--- config.mk ---
export PLATFORM = sky130hd
export DESIGN_NAME = hashed_timer_wheel_top
export DESIGN_NICKNAME = d
export VERILOG_FILES = /design/src/rtl/htw_pkg.sv /design/src/rtl/htw_ram.sv /design/src/rtl/htw_div.sv /design/src/rtl/hashed_timer_wheel_top.sv
export SDC_FILE = /design/constraint.sdc
export NUM_CORES = 2
export LEC_CHECK = 0
export BUFFER_PORTS_ARGS = -buffer_cell sky130_fd_sc_hd__buf_2
export CORE_MARGIN = 2
export CORE_UTILIZATION = 30
export CTS_CLUSTER_SIZE = 40
export DETAILED_ROUTE_END_ITERATION = 8
export HOLD_SLACK_MARGIN = 0.02
export PLACE_DENSITY = 0.52
export SLEW_MARGIN = 20
export SYNTH_ARGS = -nofsm -noshare
export SYNTH_HDL_FRONTEND = slang
export SYNTH_SLANG_ARGS = --single-unit
--- constraint.sdc ---
create_clock -name clk -period 6.15 [get_ports clk]
set_input_delay 0.3075 -clock clk [delete_from_list [all_inputs] [get_ports clk]]
set_output_delay 0.3075 -clock clk [all_outputs]
set_load 0.01 [all_outputs]
--- src/rtl/htw_pkg.sv ---
package htw_pkg;

    typedef enum logic [2:0] {
        REQ_TICK    = 3'd0,
        REQ_ADD_ONE = 3'd1,
        REQ_ADD_REP = 3'd2,
        REQ_REMOVE  = 3'd3,
        REQ_RESTART = 3'd4,
        REQ_MODIFY  = 3'd5,
        REQ_CLEAR   = 3'd6
    } req_t;

    localparam logic [1:0] ST_OK      = 2'd0;
    localparam logic [1:0] ST_BAD_TMO = 2'd1;
    localparam logic [1:0] ST_FULL    = 2'd2;
    localparam logic [1:0] ST_NOT_RUN = 2'd3;

    localparam logic KIND_ACK    = 1'b0;
    localparam logic KIND_EXPIRY = 1'b1;

    localparam logic CFG_TICK_INTERVAL = 1'b0;
    localparam logic CFG_MAX_TIMEOUT   = 1'b1;

    typedef enum logic [2:0] {
        S_IDLE,
        S_TREAD,
        S_TCHK,
        S_DIV,
        S_WRITE,
        S_ACK,
        S_FLUSH
    } state_t;

    typedef struct packed {
        logic        start;
        logic [15:0] dividend;
        logic [9:0]  divisor;
    } div_req_t;

endpackage

--- src/rtl/htw_ram.sv ---
module htw_ram #(
    parameter int DEPTH = 32,
    parameter int AW    = 5,
    parameter int DW    = 57
) (
    input  logic          clk,
    input  logic          wr_en,
    input  logic [AW-1:0] wr_addr,
    input  logic [DW-1:0] wr_data,
    input  logic          rd_en,
    input  logic [AW-1:0] rd_addr,
    output logic [DW-1:0] rd_data
);

    logic [DW-1:0] mem [DEPTH];

    always_ff @(posedge clk)
    begin
        if (wr_en)
        begin
            mem[wr_addr] <= wr_data;
        end
        if (rd_en)
        begin
            rd_data <= mem[rd_addr];
        end
    end

endmodule

--- src/rtl/htw_div.sv ---
module htw_div #(
    parameter int SW         = 8,
    parameter int SLOT_COUNT = 256
) (
    input  logic              clk,
    input  logic              rst_n,
    input  htw_pkg::div_req_t req,
    input  logic [SW-1:0]     cur,
    output logic              done,
    output logic [SW-1:0]     slot
);
    import htw_pkg::*;

    localparam logic [SW:0] W_EXT = (SW + 1)'(SLOT_COUNT);

    logic          busy_reg, busy_next;
    logic          fin_reg, fin_next;
    logic          done_reg, done_next;
    logic [3:0]    cnt_reg;
    logic [15:0]   dvd_reg;
    logic [9:0]    dsr_reg;
    logic [9:0]    rem_reg;
    logic [SW-1:0] qmod_reg;
    logic          qnz_reg;
    logic [SW-1:0] cur_reg;
    logic [SW-1:0] slot_reg;

    logic [10:0]   t;
    logic          ge;
    logic [9:0]    rem_new;
    logic [SW:0]   q2;
    logic [SW-1:0] qm_new;
    logic [SW-1:0] off;
    logic [SW:0]   s2;
    logic [SW-1:0] slot_fin;

    always_comb
    begin
        t       = {rem_reg, dvd_reg[15]};
        ge      = t >= {1'b0, dsr_reg};
        rem_new = ge ? 10'(t - {1'b0, dsr_reg}) : t[9:0];
        q2      = {qmod_reg, ge};
        qm_new  = (q2 >= W_EXT) ? SW'(q2 - W_EXT) : q2[SW-1:0];
        off     = qnz_reg ? qmod_reg : SW'(1);
        s2      = {1'b0, cur_reg} + {1'b0, off};
        slot_fin = (s2 >= W_EXT) ? SW'(s2 - W_EXT) : s2[SW-1:0];
    end

    always_comb
    begin
        busy_next = busy_reg;
        fin_next  = 1'b0;
        done_next = 1'b0;
        if (req.start)
        begin
            busy_next = 1'b1;
        end
        else if (busy_reg && cnt_reg == 4'd15)
        begin
            busy_next = 1'b0;
            fin_next  = 1'b1;
        end
        if (fin_reg)
        begin
            done_next = 1'b1;
        end
    end

    always_ff @(posedge clk or negedge rst_n)
    begin
        if (!rst_n)
        begin
            busy_reg <= 1'b0;
            fin_reg  <= 1'b0;
            done_reg <= 1'b0;
        end
        else
        begin
            busy_reg <= busy_next;
            fin_reg  <= fin_next;
            done_reg <= done_next;
        end
    end

    always_ff @(posedge clk)
    begin
        if (req.start)
        begin
            cnt_reg  <= '0;
            dvd_reg  <= req.dividend;
            dsr_reg  <= (req.divisor == 10'd0) ? 10'd1 : req.divisor;
            rem_reg  <= '0;
            qmod_reg <= '0;
            qnz_reg  <= 1'b0;
            cur_reg  <= cur;
        end
        else if (busy_reg)
        begin
            cnt_reg  <= cnt_reg + 4'd1;
            dvd_reg  <= {dvd_reg[14:0], 1'b0};
            rem_reg  <= rem_new;
            qmod_reg <= qm_new;
            qnz_reg  <= qnz_reg | ge;
        end
        if (fin_reg)
        begin
            slot_reg <= slot_fin;
        end
    end

    assign done = done_reg;
    assign slot = slot_reg;

endmodule

--- src/rtl/hashed_timer_wheel_top.sv ---
// channel  dir  handshake              payload
// cfg      in   cfg_valid/cfg_ready    cfg_index (0 tick interval, 1 max timeout), cfg_data
// s        in   s_tvalid/s_tready      s_tuser req_type, s_tdata handle/timeout/user_tag
// m        out  m_tvalid/m_tready      m_tuser kind, m_tdata status/handle/tag, m_tlast
//
// one request at a time; s_tready is high only while the sequencer is idle
// add, restart and modify go through the 16-step slot divider
// remove, clear and rejected requests go straight to the acknowledgement
// a tick reads every entry and sends each repeating expiry back through the divider
// results leave through one output register; a stalled m side holds the sequencer
// reset clears running flags and current slot; entry memory is not cleared
module hashed_timer_wheel_top #(
    parameter int NUM_TIMERS = 32,
    parameter int SLOT_COUNT = 256
) (
    input  logic        clk,
    input  logic        rst_n,
    input  logic        cfg_valid,
    output logic        cfg_ready,
    input  logic        cfg_index,
    input  logic [15:0] cfg_data,
    input  logic        s_tvalid,
    output logic        s_tready,
    input  logic [55:0] s_tdata,  // handle, timeout, user_tag, zero pad
    input  logic [2:0]  s_tuser,  // req_type
    output logic        m_tvalid,
    input  logic        m_tready,
    output logic [39:0] m_tdata,  // status, out_handle, out_tag, zero pad
    output logic [0:0]  m_tuser,  // kind
    output logic        m_tlast
);
    import htw_pkg::*;

    localparam int HW = (NUM_TIMERS > 1) ? $clog2(NUM_TIMERS) : 1;
    localparam int SW = (SLOT_COUNT > 1) ? $clog2(SLOT_COUNT) : 1;
    localparam int DW = 1 + 16 + SW + 32;
    localparam logic [HW-1:0] IDX_LAST = HW'(NUM_TIMERS - 1);
    localparam logic [SW-1:0] SLOT_LAST = SW'(SLOT_COUNT - 1);

    state_t          state_reg, state_next;
    logic [9:0]      tick_reg, tick_next;
    logic [15:0]     max_reg, max_next;
    logic [NUM_TIMERS-1:0] running_reg, running_next;
    logic [SW-1:0]   cur_reg, cur_next;
    logic            pend_valid_reg, pend_valid_next;
    logic            out_valid_reg, out_valid_next;

    req_t            req_reg, req_next;
    logic [HW-1:0]   idx_reg, idx_next;
    logic [15:0]     tmo_reg, tmo_next;
    logic [31:0]     tag_reg, tag_next;
    logic [1:0]      ack_status_reg, ack_status_next;
    logic [4:0]      ack_handle_reg, ack_handle_next;
    logic [4:0]      pend_handle_reg, pend_handle_next;
    logic [31:0]     pend_tag_reg, pend_tag_next;
    logic            out_kind_reg;
    logic [1:0]      out_status_reg;
    logic [4:0]      out_handle_reg;
    logic [31:0]     out_tag_reg;
    logic            out_last_reg;

    logic            out_load, ol_kind, ol_last;
    logic [1:0]      ol_status;
    logic [4:0]      ol_handle;
    logic [31:0]     ol_tag;
    logic            out_free;

    req_t            in_req;
    logic [4:0]      in_h;
    logic [15:0]     in_tmo;
    logic [31:0]     in_tag;
    logic [6:0]      in_hext;
    logic [HW-1:0]   hidx;
    logic            in_h_ok;
    logic [HW-1:0]   free_idx;
    logic [6:0]      free_ext;
    logic [6:0]      idx_ext;

    logic            rd_en, wr_en;
    logic [DW-1:0]   rd_data, wr_data;
    logic            rd_rep;
    logic [15:0]     rd_tmo;
    logic [SW-1:0]   rd_slot;
    logic [31:0]     rd_tag;
    logic            match;

    div_req_t        div_req;
    logic            div_done;
    logic [SW-1:0]   div_slot;

    htw_ram #(.DEPTH(NUM_TIMERS), .AW(HW), .DW(DW)) u_ram (
        .clk     (clk),
        .wr_en   (wr_en),
        .wr_addr (idx_reg),
        .wr_data (wr_data),
        .rd_en   (rd_en),
        .rd_addr (idx_reg),
        .rd_data (rd_data)
    );

    htw_div #(.SW(SW), .SLOT_COUNT(SLOT_COUNT)) u_div (
        .clk   (clk),
        .rst_n (rst_n),
        .req   (div_req),
        .cur   (cur_reg),
        .done  (div_done),
        .slot  (div_slot)
    );

    assign in_req   = req_t'(s_tuser);
    assign in_h     = s_tdata[4:0];
    assign in_tmo   = s_tdata[20:5];
    assign in_tag   = s_tdata[52:21];
    assign in_hext  = {2'b00, in_h};
    assign hidx     = in_hext[HW-1:0];
    assign in_h_ok  = (in_hext < 7'(NUM_TIMERS)) && running_reg[hidx];
    assign free_ext = 7'(free_idx);
    assign idx_ext  = 7'(idx_reg);

    assign rd_rep  = rd_data[DW-1];
    assign rd_tmo  = rd_data[DW-2 -: 16];
    assign rd_slot = rd_data[32 +: SW];
    assign rd_tag  = rd_data[31:0];
    assign match   = running_reg[idx_reg] && (rd_slot == cur_reg);

    assign out_free  = !out_valid_reg || m_tready;
    assign s_tready  = (state_reg == S_IDLE);
    assign cfg_ready = 1'b1;

    // lowest free entry
    always_comb
    begin
        free_idx = '0;
        for (int i = NUM_TIMERS - 1; i >= 0; i--)
        begin
            if (!running_reg[i])
            begin
                free_idx = HW'(i);
            end
        end
    end

    always_comb
    begin
        tick_next = tick_reg;
        max_next  = max_reg;
        if (cfg_valid)
        begin
            unique case (cfg_index)
                CFG_TICK_INTERVAL: tick_next = cfg_data[9:0];
                CFG_MAX_TIMEOUT:   max_next  = cfg_data;
                default:           ;
            endcase
        end
    end

    always_comb
    begin
        state_next       = state_reg;
        running_next     = running_reg;
        cur_next         = cur_reg;
        pend_valid_next  = pend_valid_reg;
        req_next         = req_reg;
        idx_next         = idx_reg;
        tmo_next         = tmo_reg;
        tag_next         = tag_reg;
        ack_status_next  = ack_status_reg;
        ack_handle_next  = ack_handle_reg;
        pend_handle_next = pend_handle_reg;
        pend_tag_next    = pend_tag_reg;
        out_load         = 1'b0;
        ol_kind          = KIND_ACK;
        ol_status        = ST_OK;
        ol_handle        = '0;
        ol_tag           = '0;
        ol_last          = 1'b1;
        rd_en            = 1'b0;
        wr_en            = 1'b0;
        wr_data          = '0;
        div_req.start    = 1'b0;
        div_req.dividend = tmo_reg;
        div_req.divisor  = tick_reg;

        unique case (state_reg)
            S_IDLE:
            begin
                if (s_tvalid)
                begin
                    req_next        = in_req;
                    tmo_next        = in_tmo;
                    tag_next        = in_tag;
                    idx_next        = hidx;
                    ack_status_next = ST_OK;
                    ack_handle_next = in_h;
                    case (in_req) inside
                        REQ_TICK:
                        begin
                            cur_next   = (cur_reg == SLOT_LAST) ? '0 : cur_reg + SW'(1);
                            idx_next   = '0;
                            state_next = S_TREAD;
                        end
                        REQ_ADD_ONE, REQ_ADD_REP:
                        begin
                            ack_handle_next = '0;
                            if (in_tmo == 16'd0 || in_tmo >= max_reg)
                            begin
                                ack_status_next = ST_BAD_TMO;
                                state_next      = S_ACK;
                            end
                            else if (&running_reg)
                            begin
                                ack_status_next = ST_FULL;
                                state_next      = S_ACK;
                            end
                            else
                            begin
                                idx_next         = free_idx;
                                ack_handle_next  = free_ext[4:0];
                                div_req.start    = 1'b1;
                                div_req.dividend = in_tmo;
                                state_next       = S_DIV;
                            end
                        end
                        REQ_REMOVE, REQ_RESTART, REQ_MODIFY:
                        begin
                            if (!in_h_ok)
                            begin
                                ack_status_next = ST_NOT_RUN;
                                state_next      = S_ACK;
                            end
                            else if (in_req == REQ_REMOVE)
                            begin
                                running_next[hidx] = 1'b0;
                                state_next         = S_ACK;
                            end
                            else
                            begin
                                state_next = S_TREAD;
                            end
                        end
                        REQ_CLEAR:
                        begin
                            running_next    = '0;
                            ack_handle_next = '0;
                            state_next      = S_ACK;
                        end
                        default: ;
                    endcase
                end
            end
            S_TREAD:
            begin
                rd_en      = 1'b1;
                state_next = S_TCHK;
            end
            S_TCHK:
            begin
                if (req_reg == REQ_TICK)
                begin
                    if (!match)
                    begin
                        if (idx_reg == IDX_LAST)
                        begin
                            state_next = S_FLUSH;
                        end
                        else
                        begin
                            idx_next   = idx_reg + HW'(1);
                            state_next = S_TREAD;
                        end
                    end
                    else if (!pend_valid_reg || out_free)
                    begin
                        // previous expiry goes out now that another follows it
                        if (pend_valid_reg)
                        begin
                            out_load  = 1'b1;
                            ol_kind   = KIND_EXPIRY;
                            ol_handle = pend_handle_reg;
                            ol_tag    = pend_tag_reg;
                            ol_last   = 1'b0;
                        end
                        pend_valid_next  = 1'b1;
                        pend_handle_next = idx_ext[4:0];
                        pend_tag_next    = rd_tag;
                        if (rd_rep)
                        begin
                            tmo_next         = rd_tmo;
                            div_req.start    = 1'b1;
                            div_req.dividend = rd_tmo;
                            state_next       = S_DIV;
                        end
                        else
                        begin
                            running_next[idx_reg] = 1'b0;
                            if (idx_reg == IDX_LAST)
                            begin
                                state_next = S_FLUSH;
                            end
                            else
                            begin
                                idx_next   = idx_reg + HW'(1);
                                state_next = S_TREAD;
                            end
                        end
                    end
                end
                else
                begin
                    if (req_reg == REQ_RESTART)
                    begin
                        tmo_next         = rd_tmo;
                        div_req.dividend = rd_tmo;
                    end
                    div_req.start = 1'b1;
                    state_next    = S_DIV;
                end
            end
            S_DIV:
            begin
                if (div_done)
                begin
                    state_next = S_WRITE;
                end
            end
            S_WRITE:
            begin
                wr_en = 1'b1;
                if (req_reg == REQ_ADD_ONE || req_reg == REQ_ADD_REP)
                begin
                    wr_data = {req_reg == REQ_ADD_REP, tmo_reg, div_slot, tag_reg};
                    running_next[idx_reg] = 1'b1;
                    state_next = S_ACK;
                end
                else
                begin
                    wr_data = {rd_rep, tmo_reg, div_slot, rd_tag};
                    if (req_reg == REQ_TICK)
                    begin
                        if (idx_reg == IDX_LAST)
                        begin
                            state_next = S_FLUSH;
                        end
                        else
                        begin
                            idx_next   = idx_reg + HW'(1);
                            state_next = S_TREAD;
                        end
                    end
                    else
                    begin
                        state_next = S_ACK;
                    end
                end
            end
            S_ACK:
            begin
                if (out_free)
                begin
                    out_load   = 1'b1;
                    ol_status  = ack_status_reg;
                    ol_handle  = ack_handle_reg;
                    state_next = S_IDLE;
                end
            end
            S_FLUSH:
            begin
                if (!pend_valid_reg)
                begin
                    state_next = S_IDLE;
                end
                else if (out_free)
                begin
                    out_load        = 1'b1;
                    ol_kind         = KIND_EXPIRY;
                    ol_handle       = pend_handle_reg;
                    ol_tag          = pend_tag_reg;
                    pend_valid_next = 1'b0;
                    state_next      = S_IDLE;
                end
            end
            default: state_next = S_IDLE;
        endcase

        out_valid_next = out_load ? 1'b1 : (m_tready ? 1'b0 : out_valid_reg);
    end

    always_ff @(posedge clk or negedge rst_n)
    begin
        if (!rst_n)
        begin
            state_reg      <= S_IDLE;
            tick_reg       <= 10'd10;
            max_reg        <= 16'hFFFF;
            running_reg    <= '0;
            cur_reg        <= '0;
            pend_valid_reg <= 1'b0;
            out_valid_reg  <= 1'b0;
        end
        else
        begin
            state_reg      <= state_next;
            tick_reg       <= tick_next;
            max_reg        <= max_next;
            running_reg    <= running_next;
            cur_reg        <= cur_next;
            pend_valid_reg <= pend_valid_next;
            out_valid_reg  <= out_valid_next;
        end
    end

    always_ff @(posedge clk)
    begin
        req_reg         <= req_next;
        idx_reg         <= idx_next;
        tmo_reg         <= tmo_next;
        tag_reg         <= tag_next;
        ack_status_reg  <= ack_status_next;
        ack_handle_reg  <= ack_handle_next;
        pend_handle_reg <= pend_handle_next;
        pend_tag_reg    <= pend_tag_next;
        if (out_load)
        begin
            out_kind_reg   <= ol_kind;
            out_status_reg <= ol_status;
            out_handle_reg <= ol_handle;
            out_tag_reg    <= ol_tag;
            out_last_reg   <= ol_last;
        end
    end

    assign m_tvalid = out_valid_reg;
    assign m_tdata  = {1'b0, out_tag_reg, out_handle_reg, out_status_reg};
    assign m_tuser  = out_kind_reg;
    assign m_tlast  = out_last_reg;

    a_div_done_in_div: assert property (@(posedge clk) disable iff (!rst_n)
        div_done |-> state_reg == S_DIV)
        else $error("divider result outside wait state");

    a_no_pend_idle: assert property (@(posedge clk) disable iff (!rst_n)
        state_reg == S_IDLE |-> !pend_valid_reg)
        else $error("expiry left pending in idle");

    a_tick_moves: assert property (@(posedge clk) disable iff (!rst_n)
        (s_tvalid && s_tready && s_tuser == REQ_TICK) |=> cur_reg != $past(cur_reg))
        else $error("tick did not advance current slot");

endmodule

## Word level (Yosys, flattened, before mapping)

Memory sizes are Yosys's and may differ from the RTL's. A register that Yosys moved wholly into a read port is not among the register bits.
Index checks and enable logic that the tools add are counted.

| word-level totals | value |
|---|---|
| bits in writable memories | 1824 |
| bits in latches | 0 |
| memories kept | 1 |
| output and inout bits | 45 |
| flip-flop bits (word level) | 280 |
| bits in read-only memories | 0 |
| input port bits | 81 |
| word-level logic and storage cells | 295 |

Memory list:

| memory | words | bits a word | read ports | clocked after Yosys merged registers in | wr ports | RTL line | source |
|---|---|---|---|---|---|---|---|
| u_ram.mem | 32 | 57 | 1 | 1 | 1 | htw_ram.sv:15 | `logic [DW-1:0] mem [DEPTH];` |

| operators by class | value |
|---|---|
| bitwise gates (word level) | 7 |
| divide/modulo/power cells | 0 |
| multipliers | 0 |
| shift-type cells | 0 |
| multiplexer cells | 164 |
| eq/ne operators | 40 |
| reduce and logical (&&, ||, !) cells | 36 |
| order comparisons | 9 |
| add/sub/neg operators | 7 |

Operators with widths:

| kind | number |
|---|---|
| 32-bit two-way mux | 18 |
| 5-bit two-way mux | 57 |
| 17-bit two-way mux | 9 |
| 16-bit two-way mux | 8 |
| 57-bit two-way mux | 2 |
| 32-bit one-hot mux with 3 select lines | 1 |
| 32-bit bitwise AND | 2 |
| 32-bit inverter | 2 |
| 32-bit one-hot mux with 2 select lines | 1 |
| 3-bit two-way mux | 19 |
| 17-bit one-hot mux with 2 select lines | 1 |
| 8-bit two-way mux | 4 |
| 32-bit OR | 1 |
| 16-bit one-hot mux with 2 select lines | 1 |
| 32-bit AND reduction | 1 |
| 5-bit one-hot mux with 3 select lines | 2 |
| 1-bit two-way mux | 27 |
| 3-bit == test (second input constant) | 7 |
| 3-bit one-hot mux with 7 select lines | 1 |
| 2-bit inequality test (second input constant) | 10 |
| 9-bit greater-or-equal comparator (second input constant) | 2 |
| 5-bit by 6-bit less-than comparator with 1-bit output (second input constant) | 3 |
| 3-bit inequality test (second input constant) | 6 |
| 16-bit greater-or-equal comparator | 1 |
| 43 further kinds | 77 |

## Longest topological paths before layout

| logic depth | value |
|---|---|
| depth in word-level cells | 38 |
| depth in mapped cells | 13 |
| depth with buffers taken out | 11 |

## Hierarchy

A second synthesis with hierarchy kept.

| second synthesis, totals | value |
|---|---|
| cell total of the unflattened synthesis | 5489 |
| area total of the unflattened synthesis | 87936.8 um2 |

Modules (own cells, without submodules):

| module | seq. area each (um2) | area each (um2) | cells an instance | instances |
|---|---|---|---|---|
| htw_ram | 56484.2 | 72694.7 | 3985 | 1 |
| hashed_timer_wheel_top | 6033.3 | 11950.2 | 1220 | 1 |
| htw_div | 1796.7 | 3291.9 | 284 | 1 |

## Least setup slack after synthesis

OpenSTA, ideal clock, no wires.

| path | value |
|---|---|
| kind | reg2reg |
| start point | reg idx_reg[1] |
| end point | mem u_ram.mem[0][0] (enable) |
| library setup time | 472 ps |
| buffers on the path | 7 |
| period minus slack after synthesis | 5089 ps |
| arrival | 4617 ps |
| setup slack | 1061 ps |
| stages on the path, launching flop included | 12 |
| required time | 5678 ps |
| cells stage by stage | edfxtp_1 -> buf_6 -> buf_12 -> buf_6 -> clkbuf_1 -> clkbuf_1 -> clkbuf_1 -> inv_1 -> ha_1 -> clkbuf_1 -> nand2_1 -> nor2_1 |

RTL lines:

| element | RTL line | source |
|---|---|---|
| from (decl) | hashed_timer_wheel_top.sv:49 | `logic [HW-1:0] idx_reg, idx_next;` |
| from (signal assigned) | hashed_timer_wheel_top.sv:415 | `idx_reg <= idx_next;` |
| to (decl) | htw_ram.sv:15 |  |

Straight into the memory's write port.

## Final worst setup path

| path | value |
|---|---|
| start point | reg idx_reg[1] |
| end point | reg u_div.dvd_reg[5] (enable) |

| on the way | value |
|---|---|
| word-level cells in the longest chain between the ends | 7 |

RTL lines:

| element | RTL line | source |
|---|---|---|
| 1-bit binary-select mux with 5-bit select | hashed_timer_wheel_top.sv:124 | `assign match = running_reg[idx_reg] && (rd_slot == cur_reg);` |
| 1-bit two-way mux (not written as such) | hashed_timer_wheel_top.sv:124 |  |
| 1-bit logical AND | hashed_timer_wheel_top.sv:124 |  |
| 17-bit two-way mux | hashed_timer_wheel_top.sv:260 | `if (!match)` |
| 17-bit two-way mux | hashed_timer_wheel_top.sv:258 | `if (req_reg == REQ_TICK)` |
| 17-bit one-hot mux with 2 select lines | hashed_timer_wheel_top.sv:184 | `unique case (state_reg)` |
| 2-bit nonzero test (no source line) | n/a |  |
| to (signal assigned) | htw_div.sv:90 | `dvd_reg <= req.dividend;` |
| to (signal assigned) | htw_div.sv:100 | `dvd_reg <= {dvd_reg[14:0], 1'b0};` |
| to (decl) | htw_div.sv:20 | `logic [15:0] dvd_reg;` |

No other way between the ends. The select of a mux whose other input is x is not followed.
A chain may end at the register's enable or synchronous reset.

==> flow_summary.ini <==
[logic_synthesis]
synthArstFlopShare_pct = 3.424
synth_ff_type = edfxtp_1
synth_cell_types = 77
syn_area_um2 = 85300
synth_seq_cells = 2161
synth-edff-count = 2064
yosys_warnings = 0
synthCells = 4321
yosysSeqAreaShare_pct = 75.39
syn_nets = 4444
avgSynthCellArea_um2 = 19.74

[layout]
top_register = u_ram.mem
drive_above_1_share_pct = 24.66
largest_reg_flops = 1824
top_regs = u_ram.mem: 1824 flops, u_ram.rd_data: 57 flops
finalInstanceArea_um2 = 99340
postLayoutCoreUtil_pct = 35.16
areaGrowthSynthToFinish_pct = 16.45
nNetsFinal = 4730
fillers = 26360

[worst_setup_path]
crit_type = register to register
slowest_stage = edfxtp_1
crit_arrival_ps = 4890
crit_family = compound AO/OA/AOI/OAI gates
critPathMaxStageDelay_ps = 960
end_kind = register
critPathLaunchType = register
cp.buffers_inverters = 2
crit_required_ps = 6570
cp_common_cell = buf_4
crit_fanout = 32
crit_path_cell_trace = buf_4 > mux2_2 > nand3_1 > a21oi_1 > a211oi_4 > a211oi_2 > a31oi_4 > buf_4 > nand2b_1

[min_path]
hp-class = primary input to register

[place]
dp_hpwl_mm = 127.9
dpl-instance-area_um2 = 91280
port_buffers = 120
place_ws_ps = 1643
finalWeightedCongestion = 0.8377

[floorplan]
die_area_um2 = 288600
core-area_um2 = 282500
io_pins = 126
start_util_pct = 30.19
std_cell_rows = 195
die_y_um = 537.2
die_w_um = 537.2

[cts]
htreeDepth = 4
post_cts_resized = 0
cts_tree = yes
cts_root_buf = clkbuf_16
clk_path_buf_depth = 4
clock-sinks = 2161
cts_buffers = 224
clkTransAtPathRegs_ps = 60
worstSkewPairLatency_ps = 880

[sta]
maxSlewViolCount = 0
slew_headroom_pct = 24.32
postLayoutSetupSlackWorst_ps = 1676
skew_ps = 53.00
rsz0062_at_grt = no
finalSetupViolCount = 0
max_clock_freq_mhz = 223.5
min_period_over_period_pct = 72.74
hold_viol_final = 0
layout_min_cycle_time_ps = 4474
fin_setup_tns_ps = 0
max_slew.worst_pin.slew_ps = 1135

[routing]
routed_wl_mm = 238.5
vias = 43750
drc = 0
first_pass_iters = 5
wl_per_cell_um = 27.98
via_per_inst = 5.131
final_antenna_net_count = 0
dr.first_iter.drc_count = 4960

[flow_run]
cap_violations = 0

[run_status]
status = complete, no violations

[grt]
grt_pass1_wl_mm = 337.0
grt_overflow = 0
grt.total_usage_pct = 16.24
grt_max_degree = 117
grt_pass1_vias = 45050
grt_antenna_before_repair = 7

[power]
p_leak_nw = 31.29
power_density_nw_per_um2 = 400.4
max-vdd-ir-drop_uv = 233.4
power_mw = 39.77
[layout by cell type (no fill, tap or decap), types with 24 or more instances in the layout]
| master | count |
|---|---|
| a221oi_1 | 34 |
| nor2_1 | 76 |
| clkbuf_16 | 226 |
| clkinv_1 | 59 |
| dlygate4sd3_1 | 73 |
| inv_1 | 50 |
| a21oi_4 | 29 |
| edfxtp_1 | 2064 |
| nand2_1 | 200 |
| ha_1 | 40 |
| a21oi_1 | 204 |
| buf_2 | 119 |
| clkinv_2 | 34 |
| mux4_2 | 466 |
| buf_4 | 91 |
| nand4_1 | 26 |
| a22o_1 | 37 |
| o221ai_1 | 31 |
| and2_1 | 55 |
| clkbuf_1 | 43 |
| mux2_2 | 30 |
| o21ai_0 | 44 |
| a22oi_1 | 49 |
| dfrtp_1 | 56 |
| bufinv_16 | 24 |
| a31oi_1 | 25 |
| nor2_4 | 36 |
| mux2i_1 | 167 |
| buf_12 | 30 |
[kinds of logic after synthesis]
logic type / Yosys count / share of synthesized area, %
buf+inv: 309 / 1.503
xor+xnor: 30 / 0.3080
other cells: 2 / 0.008804
mux: 663 / 14.66
compound gates: 563 / 4.390
simple gates: 551 / 3.102
flops: 2161 / 75.39
fa+ha+maj: 42 / 0.6336
[layout make-up]
cell class	instances	area (µm²)	share of cell area [%]
timing repair buffer	315	2633	2.650
sequential	2161	64310	64.74
antenna	2	5.005	0.005038
tap	3743	4683	4.714
clock buffer	273	5872	5.911
multi-input combinational	1851	20380	20.52
clock inverter	127	1246	1.255
inverter	54	203.9	0.2053
[routing by layer]
metal | GRT usage (%) | vias to the layer above | part of all wire, %
li1 | - | 18340 | -
met1 | 22.58 | 23650 | 44
met2 | 26.65 | 1442 | 48
met3 | 2.513 | 311 | 5.7
met4 | 3.985 | 0 | 2.3
met5 | 0 | - | 0
[power breakdown]
group | internal, mW | leakage, nW | switching, mW
registers | 17.7 | 19.5 | 0.618
logic | 2.99 | 8.31 | 5.02
clock network | 7.75 | 3.48 | 5.66
[metrics by stage]
stage	cells	hold slack, ps
after floorplan	4321	11.91
after global placement	8051	209.3
after detailed placement	8051	214.1
after CTS	8524	25.32
final	8526	75.12
after global routing	8525	75.40
[final timing paths]
kind                                                  from                     endpoint  slack (ps)  cells past startpoint
worst max register to register        idx_reg[1]$_DFFE_PP_   u_div.dvd_reg[5]$_DFFE_PP_        1680                      9
worst min-delay path                             cfg_index      tick_reg[5]$_DFFE_PN0P_          80                      3
worst max-delay path                  idx_reg[1]$_DFFE_PP_   u_div.dvd_reg[5]$_DFFE_PP_        1680                      9
worst min register to register  u_ram.rd_data[3]$_DFFE_PP_    pend_tag_reg[3]$_DFFE_PP_         460                      0
min in group asynchronous                            rst_n      tick_reg[3]$_DFFE_PN1P_         130                      2
max in group asynchronous                            rst_n  running_reg[18]$_DFFE_PN0P_        5140                      3
[what timing repair did]
item / in CTS / in global routing
setup buffers: 0 / 0
hold buffers: 73 / 0
hold endpoints to repair: 165 / 0
[worst reg2reg max path, delay by kind of cell (launching register included)]
family                 cells  cell delay [ps]
buffers and inverters      2              970
AND/OR/NAND/NOR            2              600
AO/OA/AOI/OAI              4             1110
multiplexers               1              400
flip-flops                 1              960
[Yosys cell counts, types with 4 or more instances]
library cell,n,area [µm²]
a211oi_1,5,37.54
a21o_1,11,82.58
a21oi_1,234,1171
a221oi_1,34,297.8
a22o_1,37,324.1
a22oi_1,49,367.9
a31oi_1,25,156.4
a32o_1,15,150.1
and2_1,70,437.9
and3_1,4,25.02
buf_1,35,131.4
buf_2,57,285.3
clkbuf_1,155,581.8
dfrtp_1,56,1401
dfstp_2,18,473.0
dfxtp_1,23,460.4
edfxtp_1,2064,61980
ha_1,40,500.5
inv_1,51,191.4
mux2_2,30,337.8
mux2i_1,167,1672
mux4_2,466,10500
nand2_1,203,762.0
nand2b_1,21,131.4
nand3_1,23,115.1
nand4_1,26,162.7
nor2_1,115,431.7
nor2b_1,14,87.58
nor3_1,11,55.05
nor3b_1,4,30.03
nor4_1,13,81.33
o211ai_1,13,97.59
o21ai_0,44,220.2
o21bai_1,4,30.03
o221ai_1,31,271.5
o22a_1,9,78.83
o22ai_1,23,143.9
o31ai_1,5,37.54
or2_2,13,81.33
or3_1,21,131.4
xnor2_1,14,122.6
xor2_1,16,140.1
No activity file was read; power rests on OpenSTA's default activity.
